[config.mk]
export PLATFORM = sky130hd
export DESIGN_NAME = voltage_sag_swell_detector
export DESIGN_NICKNAME = d
export VERILOG_FILES = /design/src/rtl/vssd_pkg.sv /design/src/rtl/vssd_compare.sv /design/src/rtl/vssd_event.sv /design/src/rtl/voltage_sag_swell_detector.sv
export SDC_FILE = /design/constraint.sdc
export NUM_CORES = 1
export LEC_CHECK = 0
export BUFFER_PORTS_ARGS = -buffer_cell sky130_fd_sc_hd__buf_4
export CORE_ASPECT_RATIO = 0.9
export CORE_UTILIZATION = 45
export CTS_BUF_LIST = sky130_fd_sc_hd__clkbuf_16
export CTS_CLUSTER_DIAMETER = 80
export DETAILED_ROUTE_END_ITERATION = 8
export PLACE_DENSITY = 0.65
export SYNTH_ARGS = -nofsm -noshare
export SYNTH_HDL_FRONTEND = slang
export SYNTH_HIERARCHICAL = 1
export SYNTH_SLANG_ARGS = --single-unit
[constraint.sdc]
create_clock -name clk -period 7.8 [get_ports clk]
set_input_delay 0 -clock clk [delete_from_list [all_inputs] [get_ports clk]]
set_output_delay 0 -clock clk [all_outputs]
set_load 0.05 [all_outputs]
[src/rtl/vssd_pkg.sv]
// ----------------------------------------------------------------------------
// vssd_pkg
// shared constants, register codes and control structs for the sag/swell
// detector
// ----------------------------------------------------------------------------
package vssd_pkg;

  // default widths
  localparam int MagBitsDefault    = 24;
  localparam int LengthBitsDefault = 16;

  // fixed register widths
  localparam int HoldBits   = 10;
  localparam int PhaseBits  = 2;
  localparam int NumPhases  = 3;
  localparam int CfgAddrBits = 3;

  // register indexes
  localparam logic [CfgAddrBits-1:0] RegSwellThreshold = 3'd0;
  localparam logic [CfgAddrBits-1:0] RegSagHigh        = 3'd1;
  localparam logic [CfgAddrBits-1:0] RegSagLow         = 3'd2;
  localparam logic [CfgAddrBits-1:0] RegSwellHold      = 3'd3;
  localparam logic [CfgAddrBits-1:0] RegSagHold        = 3'd4;
  localparam logic [CfgAddrBits-1:0] RegPhaseCount     = 3'd5;

  // reset values
  localparam logic [HoldBits-1:0]  SwellHoldReset  = 10'd100;
  localparam logic [HoldBits-1:0]  SagHoldReset    = 10'd300;
  localparam logic [PhaseBits-1:0] PhaseCountReset = 2'd3;

  // detection flags for one window
  typedef struct packed {
    logic swell;
    logic sag;
  } found_t;

  // per-detector event flags for one window
  typedef struct packed {
    logic active;
    logic start;
    logic ending;
  } evt_flags_t;

endpackage

[src/rtl/vssd_compare.sv]
// ----------------------------------------------------------------------------
// vssd_compare
// per-phase threshold and band compares, or-reduced over the active phases
// ----------------------------------------------------------------------------
module vssd_compare #(
  parameter int MAG_BITS = vssd_pkg::MagBitsDefault
) (
  input  logic [MAG_BITS-1:0]            mag [vssd_pkg::NumPhases],
  input  logic [MAG_BITS-1:0]            swell_threshold,
  input  logic [MAG_BITS-1:0]            sag_high,
  input  logic [MAG_BITS-1:0]            sag_low,
  input  logic [vssd_pkg::PhaseBits-1:0] phase_count,
  output vssd_pkg::found_t               found
);

  logic [vssd_pkg::NumPhases-1:0] swell_hit;
  logic [vssd_pkg::NumPhases-1:0] sag_hit;

  for (genvar i = 0; i < vssd_pkg::NumPhases; i++) begin : g_phase
    logic phase_en;
    assign phase_en     = phase_count > vssd_pkg::PhaseBits'(i);
    assign swell_hit[i] = phase_en && (mag[i] > swell_threshold);
    assign sag_hit[i]   = phase_en && (mag[i] < sag_high) && (mag[i] > sag_low);
  end

  assign found.swell = |swell_hit;
  assign found.sag   = |sag_hit;

endmodule

[src/rtl/vssd_event.sv]
// ----------------------------------------------------------------------------
// vssd_event
// one event tracker: start on detection, post-event hold count, end and
// saturating length
// ----------------------------------------------------------------------------
module vssd_event #(
  parameter int LENGTH_BITS = vssd_pkg::LengthBitsDefault
) (
  input  logic                          clk,
  input  logic                          rst,
  input  logic                          advance,
  input  logic                          found,
  input  logic [vssd_pkg::HoldBits-1:0] hold,
  output vssd_pkg::evt_flags_t          flags,
  output logic [LENGTH_BITS-1:0]        length
);

  logic                          on;
  logic                          on_next;
  logic [vssd_pkg::HoldBits-1:0] post_count;
  logic [vssd_pkg::HoldBits-1:0] post_count_next;
  logic [LENGTH_BITS-1:0]        windows;
  logic [LENGTH_BITS-1:0]        windows_next;

  always_comb begin
    on_next         = on;
    post_count_next = post_count;
    windows_next    = windows;
    flags.start     = 1'b0;
    flags.ending    = 1'b0;
    length          = '0;
    if (on) begin
      // saturating window count, includes the ending window
      if (windows != '1) begin
        windows_next = windows + LENGTH_BITS'(1);
      end
      if (!found) begin
        if (post_count < hold) begin
          post_count_next = post_count + vssd_pkg::HoldBits'(1);
        end else begin
          on_next      = 1'b0;
          flags.ending = 1'b1;
          length       = windows_next;
        end
      end
    end else if (found) begin
      on_next         = 1'b1;
      post_count_next = '0;
      windows_next    = '0;
      flags.start     = 1'b1;
    end
    flags.active = on_next;
  end

  always_ff @(posedge clk) begin
    if (rst) begin
      on         <= 1'b0;
      post_count <= '0;
      windows    <= '0;
    end else if (advance) begin
      on         <= on_next;
      post_count <= post_count_next;
      windows    <= windows_next;
    end
  end

endmodule

[src/rtl/voltage_sag_swell_detector.sv]
// ----------------------------------------------------------------------------
// voltage_sag_swell_detector
// sag and swell event detection over per-window phase magnitudes
// ----------------------------------------------------------------------------
//
// channel   direction  fields (lowest bit first)
// s_axis    in         tdata: mag_a, mag_b, mag_c
// m_axis    out        tdata: swell_active, swell_start, swell_end,
//                             swell_length, sag_active, sag_start, sag_end,
//                             sag_length
// cfg       in         cfg_we / cfg_addr / cfg_wdata, write only
//
// one word per cycle sustained while m_axis_tready stays high; a word that is
// taken passes through the input register, then compare and event update into
// the result register
// reset (rst, synchronous) clears both event trackers, empties both stages
// and restores register defaults
// a stalled result holds in the output register while the input register
// still takes one more word; both stages move together as the result drains
//
module voltage_sag_swell_detector #(
  parameter int MAG_BITS    = vssd_pkg::MagBitsDefault,
  parameter int LENGTH_BITS = vssd_pkg::LengthBitsDefault
) (
  input  logic clk,
  input  logic rst,

  // mag_a, mag_b, mag_c, zero pad to whole bytes
  input  logic [((vssd_pkg::NumPhases*MAG_BITS+7)/8)*8-1:0] s_axis_tdata,
  input  logic                                              s_axis_tvalid,
  output logic                                              s_axis_tready,

  // swell_active, swell_start, swell_end, swell_length,
  // sag_active, sag_start, sag_end, sag_length, zero pad to whole bytes
  output logic [((6+2*LENGTH_BITS+7)/8)*8-1:0]              m_axis_tdata,
  output logic                                              m_axis_tvalid,
  input  logic                                              m_axis_tready,

  input  logic                                                   cfg_we,
  input  logic [vssd_pkg::CfgAddrBits-1:0]                       cfg_addr,
  input  logic [((MAG_BITS > vssd_pkg::HoldBits) ?
                 MAG_BITS : vssd_pkg::HoldBits)-1:0]             cfg_wdata
);

  localparam int OutBits = 6 + 2 * LENGTH_BITS;
  localparam int OutW    = ((OutBits + 7) / 8) * 8;

  // configuration registers
  logic [MAG_BITS-1:0]            swell_threshold;
  logic [MAG_BITS-1:0]            sag_high;
  logic [MAG_BITS-1:0]            sag_low;
  logic [vssd_pkg::HoldBits-1:0]  swell_hold;
  logic [vssd_pkg::HoldBits-1:0]  sag_hold;
  logic [vssd_pkg::PhaseBits-1:0] phase_count;

  always_ff @(posedge clk) begin
    if (rst) begin
      swell_threshold <= '1;
      sag_high        <= '0;
      sag_low         <= '0;
      swell_hold      <= vssd_pkg::SwellHoldReset;
      sag_hold        <= vssd_pkg::SagHoldReset;
      phase_count     <= vssd_pkg::PhaseCountReset;
    end else if (cfg_we) begin
      case (cfg_addr)
        vssd_pkg::RegSwellThreshold: swell_threshold <= cfg_wdata[MAG_BITS-1:0];
        vssd_pkg::RegSagHigh:        sag_high        <= cfg_wdata[MAG_BITS-1:0];
        vssd_pkg::RegSagLow:         sag_low         <= cfg_wdata[MAG_BITS-1:0];
        vssd_pkg::RegSwellHold:      swell_hold  <= cfg_wdata[vssd_pkg::HoldBits-1:0];
        vssd_pkg::RegSagHold:        sag_hold    <= cfg_wdata[vssd_pkg::HoldBits-1:0];
        vssd_pkg::RegPhaseCount:     phase_count <= cfg_wdata[vssd_pkg::PhaseBits-1:0];
        default: ;  // writes past the register list are dropped
      endcase
    end
  end

  // stage control: the input stage moves whenever the result register is
  // free or being drained this cycle
  logic in_valid;
  logic advance;

  assign advance       = in_valid && (!m_axis_tvalid || m_axis_tready);
  assign s_axis_tready = !in_valid || advance;

  // input register
  logic [MAG_BITS-1:0] in_mag [vssd_pkg::NumPhases];

  always_ff @(posedge clk) begin
    if (rst) begin
      in_valid <= 1'b0;
    end else if (s_axis_tready) begin
      in_valid <= s_axis_tvalid;
    end
  end

  for (genvar i = 0; i < vssd_pkg::NumPhases; i++) begin : g_in
    always_ff @(posedge clk) begin
      if (s_axis_tvalid && s_axis_tready) begin
        in_mag[i] <= s_axis_tdata[i*MAG_BITS +: MAG_BITS];
      end
    end
  end

  // phase compares
  vssd_pkg::found_t found;

  vssd_compare #(
    .MAG_BITS (MAG_BITS)
  ) u_compare (
    .mag             (in_mag),
    .swell_threshold (swell_threshold),
    .sag_high        (sag_high),
    .sag_low         (sag_low),
    .phase_count     (phase_count),
    .found           (found)
  );

  // event trackers, state steps only when a word moves to the result stage
  vssd_pkg::evt_flags_t   swell_flags;
  vssd_pkg::evt_flags_t   sag_flags;
  logic [LENGTH_BITS-1:0] swell_length;
  logic [LENGTH_BITS-1:0] sag_length;

  vssd_event #(
    .LENGTH_BITS (LENGTH_BITS)
  ) u_swell (
    .clk     (clk),
    .rst     (rst),
    .advance (advance),
    .found   (found.swell),
    .hold    (swell_hold),
    .flags   (swell_flags),
    .length  (swell_length)
  );

  vssd_event #(
    .LENGTH_BITS (LENGTH_BITS)
  ) u_sag (
    .clk     (clk),
    .rst     (rst),
    .advance (advance),
    .found   (found.sag),
    .hold    (sag_hold),
    .flags   (sag_flags),
    .length  (sag_length)
  );

  // result word, packed lowest field first
  logic [OutBits-1:0] out_packed;

  assign out_packed = {sag_length, sag_flags.ending, sag_flags.start, sag_flags.active,
                       swell_length, swell_flags.ending, swell_flags.start,
                       swell_flags.active};

  always_ff @(posedge clk) begin
    if (rst) begin
      m_axis_tvalid <= 1'b0;
    end else if (advance) begin
      m_axis_tvalid <= 1'b1;
    end else if (m_axis_tready) begin
      m_axis_tvalid <= 1'b0;
    end
  end

  always_ff @(posedge clk) begin
    if (advance) begin
      m_axis_tdata <= OutW'(out_packed);
    end
  end

endmodule

### Word level (Yosys, flattened, before mapping)

Cells that the tools add are included.

* flip-flop bits (word level): 260
* bits of input ports: 104
* output and inout bits: 42

* add/subtract/negate cells: 4
* order comparisons: 14
* equal/unequal tests: 9
* mux-type cells: 26
* bitwise operators: 2
* reduce and logical (&&, ||, !) cells: 37

Operators by type and width (count)
* $gt 24x24->1: 6
* $mux 16: 6
* $mux 10: 8
* $lt 24x24->1: 3
* $add 16x1->16 const B: 2
* $ne 16x16->1 const B: 2
* $add 10x1->10 const B: 2
* $lt 10x10->1: 2
* $reduce_and 2->1: 8
* $mux 1: 12
* $logic_and 1x1->1: 11
* $reduce_bool 2->1: 5
* $reduce_or 5->1: 2
* $reduce_and 4->1: 2
* $reduce_or 4->1: 2
* $eq 3x2->1 const B: 2
* $eq 3x3->1 const B: 2
* $reduce_or 3->1: 2
* $gt 2x1->1 const B: 2
* $ne 2x2->1 const B: 2
* $eq 3x1->1 const B: 1
* $logic_not 3->1: 1
* $gt 2x2->1 const B: 1
* $logic_not 1->1: 2
* other kinds (2): 4

### Depth between registers and ports, before layout

* depth in word-level cells: 6
* depth in mapped cells: 18
* gate-level depth less buffers: 17

### Hierarchy

The synthesis kept the hierarchy.

By module, submodules not included
* voltage_sag_swell_detector: times used 1, cells each 486, area each 7249.5 sq um, seq. area each 5225.0 sq um
* vssd_compare: times used 1, cells each 598, area each 4800.9 sq um, seq. area each 0.0 sq um
* vssd_event: times used 2, cells each 279, area each 2075.7 sq um, seq. area each 540.5 sq um

### Worst setup path after synthesis

Ideal clock, no wire load.

* kind: register -> register
* start point: register in_mag[5] in the netlist's numbering
* end point: register u_sag/post_count[9] in the netlist's numbering
* arrival time: 3.323 ns
* required time: 7.726 ns
* slack: 4.403 ns
* cell stages (with the launch flop): 15
* period minus slack after synthesis: 3.397 ns
* cell sequence: edfxtp_1 > ha_1 > a21o_1 > a21o_1 > a221o_1 > a211o_1 > a21oi_1 > a211o_1 > inv_1 > ha_1 > nand2_1 > a21o_1 > a31oi_2 > or4b_1 > a31oi_1

RTL lines
* start, declared: line voltage_sag_swell_detector.sv:86 `logic [MAG_BITS-1:0] in_mag [vssd_pkg::NumPhases];`
* start signal, assigned by index: line voltage_sag_swell_detector.sv:99 `in_mag[i] <= s_axis_tdata[i*MAG_BITS +: MAG_BITS];`
* end signal, assigned: line vssd_event.sv:62 `post_count <= post_count_next;`
* end, declared: line vssd_event.sv:20 `logic [vssd_pkg::HoldBits-1:0] post_count;`

==> results.toml <==
[status]
run_status = "completed"

[global_routing]
grt_overflow_total = 0
wire_length_of_the_first_global_routing_pass_um = 68600
via_count_of_the_first_global_routing_pass = 12797
grt_antenna_before_repair = 0
globalRouteTotalUtil_pct = 23.5
grt_start_max_net_pins = 78

[synth]
seq_area_frac_synth_pct = 38.9
number_of_enable_flip_flop_cells_after_synthesis = 110
ys_ff_latch = 260
asyncSetResetFlopFracSynth_pct = 0
synth.cell_area_um2 = 16200
synth-main-ff-cell = "dfxtp_1"
avgSynthCellArea_um2 = 9.87
syn-instance-count = 1642
yosys_warning_count = 6
yosysUniqueCellTypes = 65

[cells_and_area]
most_common_cell_after_layout_fill_and_taps_aside = "ha_1"
drive_above_1_share_pct = 12.4
most_frequent_cells_in_the_layout = "ha_1, dfxtp_1, buf_4"
layout-area-overhead-vs-synth_pct = 21.0
final_nets = 2211
antenna_cells = 0

[sta]
timing_hold_violations_final = 0
finalSetupTns_ns = 0
final.min_clock_period_ns = 4.86
timing.final.setup_violations = 0
min_period_over_period_pct = 62.3
worst-slew-pin-transition_ns = 1.01
maxClockFrequency_ghz = 0.206
timing.max_slew.rel_slack_pct = 32.8
timing_max_transition_violations_final = 0
rsz0062_at_grt = "false"
setup_ws_ns = 2.94
worst_clock_skew_ns = 0.0149

[clocking]
cts_buffers = 31
cts.sinks = 260
cts_buffer_depth = 3
worst_setup_hold_path_clk_slew_ns = 0.06
postCtsSetupBuffers = 0
h-tree-depth = 1
cts_tree = "built"
worstSkewPairLatency_ns = 0.57
clk_root_buffer_cell = "clkbuf_16"
post_cts_resize_count = 0

[routing]
route.final.wire_length_um = 43100
detail_route.iter0.violations = 875
via_per_inst = 5.49
drc = 0
avgRoutedWirePerCell_um = 18.3
dr.pass1.iters = 5
drtAntennaViolNets = 0
num_vias = 12963

[die]
floorplan.die.height_um = 182
num_io_pins = 146
placementRows = 65
floorplan.core_area_um2 = 35200
initial_core_utilization_pct = 46.0
die_w_um = 202
die-area_um2 = 36800

[place]
i_o_buffers = 143
post_detailed_placement_half_perimeter_wirelength_um = 31300
place_ws_ns = 2.98
gp_congestion = 0.928

[power_and_ir_drop]
power_per_cell_area_nw_per_um2 = 171
power.leakage_nw = 8.34
worst_ir_drop_vdd_mv = 0.169
p_total_mw = 3.35

[critical_path]
cp.required_ns = 8.30
number_of_cells_on_the_worst_reg_to_reg_path = 14
critPathLaunchType = "register"
rrSetupSlack_ns = 2.94
timing.critical_path.to_type = "register"
r2r-end = "u_swell/post_count[9]$_SDFFE_PP0P_"
critical_path.max_fanout = 14
criticalPathCategory = "register to register"
worst_r2r_startpoint = "in_mag[43]$_DFFE_PP_"
cp.arrival_ns = 5.36

[worst_hold_path]
min_delay_worst_endpoint = "swell_threshold[3]$_SDFFE_PP1P_"
holdCritPathClass = "primary input to register"
hold-path-cell-count = 4
worst_hold_startpoint = "cfg_addr[2]"

[run]
max_cap_viols = 0
-- sequential cells by signal, indices dropped and copies added (netlist names), 16 cells and up --
signal	count
sag_low	24
in_mag	72
sag_high	24
u_swell/windows	16
m_axis_tdata	38
swell_threshold	24
u_sag/windows	16
-- synthesized netlist by cell type (all sizes together) (4+ instances only) --
| master | n | area (µm²) |
|---|---|---|
| ha | 239 | 2990 |
| nor2 | 151 | 572 |
| dfxtp | 150 | 3000 |
| a21oi | 140 | 704 |
| edfxtp | 110 | 3300 |
| mux2i | 110 | 1100 |
| inv | 104 | 390 |
| nand2b | 102 | 638 |
| nand2 | 65 | 244 |
| a21o | 56 | 420 |
| nand4 | 51 | 349 |
| o21ai | 50 | 250 |
| buf | 34 | 267 |
| nand3 | 34 | 180 |
| nor3 | 32 | 160 |
| clkbuf | 29 | 109 |
| and3 | 17 | 136 |
| nor2b | 16 | 100 |
| a211oi | 15 | 113 |
| nor4 | 14 | 93.8 |
| o211ai | 12 | 90.1 |
| xor2 | 12 | 105 |
| and4 | 11 | 109 |
| o21a | 9 | 67.6 |
| a211o | 7 | 61.3 |
| a22oi | 6 | 45.0 |
| mux2 | 6 | 67.6 |
| xnor2 | 6 | 52.6 |
| and2 | 5 | 31.3 |
| nand3b | 5 | 37.5 |
| a31oi | 4 | 37.5 |
| o2111ai | 4 | 35.0 |
-- kinds of logic after synthesis --
| group | share of synthesized area [%] |
|---|---|
| AO/OA/AOI/OAI | 12.3 |
| XOR/XNOR | 0.973 |
| adder cells (fa/ha/maj) | 18.5 |
| buffers and inverters | 4.73 |
| flip-flops | 38.9 |
| multiplexers | 7.21 |
| other | 0.0231 |
| AND/OR/NAND/NOR | 17.4 |
-- worst max path at each step --
stage	from	to	slack, ns	cells after the start
4_1_cts	in_mag[43]$_DFFE_PP_	u_swell/post_count[9]$_SDFFE_PP0P_	2.96	14
3_3_place_gp	in_mag[43]$_DFFE_PP_	u_swell/post_count[9]$_SDFFE_PP0P_	3.01	14
5_1_grt	in_mag[43]$_DFFE_PP_	u_swell/post_count[9]$_SDFFE_PP0P_	2.61	14
3_5_place_dp	in_mag[43]$_DFFE_PP_	u_swell/post_count[9]$_SDFFE_PP0P_	2.98	14
6_report	in_mag[43]$_DFFE_PP_	u_swell/post_count[9]$_SDFFE_PP0P_	2.94	14
2_1_floorplan	in_mag[5]$_DFFE_PP_	u_sag/post_count[9]$_SDFFE_PP0P_	4.40	14
-- stage by stage --
step           std cells  hold WS, ns  utilization [%]  cell area (µm²)
5_1_grt             2361        0.121             55.7            19600
4_1_cts             2361       0.0893             55.7            19600
6_report            2361        0.117             55.7            19600
2_1_floorplan       1643       0.0989                -            16200
3_3_place_gp        2199        0.178             49.9            17600
3_5_place_dp        2199        0.179             49.9            17600
-- critical path, stage by stage (launching register included) --
cell and delay [ns]:
edfxtp_1 0.48, ha_1 0.36, nand4_1 0.18, nor4_1 0.65
o21ai_0 0.39, o211ai_1 0.28, o21ai_0 0.20, o211ai_1 0.26
inv_1 0.19, ha_1 0.32, nand2_1 0.05, a21o_1 0.18
a31oi_2 0.59, or4b_1 0.49, a31oi_1 0.16
-- what timing repair did --
action | CTS | global route
endpoints found under the hold margin | 202 | 0
endpoints found under the setup margin | 0 | 0
hold buffers | 105 | 0
-- power breakdown --
part / leakage, nW / internal [mW] / switching, mW / total, mW
clock network: 0.504 / 0.811 / 0.590 / 1.40
logic: 5.58 / 0.196 / 0.244 / 0.440
registers: 2.26 / 1.47 / 0.0389 / 1.51
total: 8.34 / 2.47 / 0.873 / 3.35
-- routing by layer --
layer,routed length [µm],up-vias,GRT usage (%)
li1,-,6433,-
met4,965,0,5.48
met1,20800,6144,33.4
met2,19000,331,37.1
met5,0,-,0
met3,2380,55,3.66
-- final cells by class --
type	instances	area, µm²
inverters	104	390
clock inverters	25	194
repair buffers	255	2180
multi-input cells	1216	9150
clock buffers	32	801
fillers	3057	15600
flip-flops and latches	260	6310
well taps	469	587
Note: power is estimated with default switching activity, not from simulation.
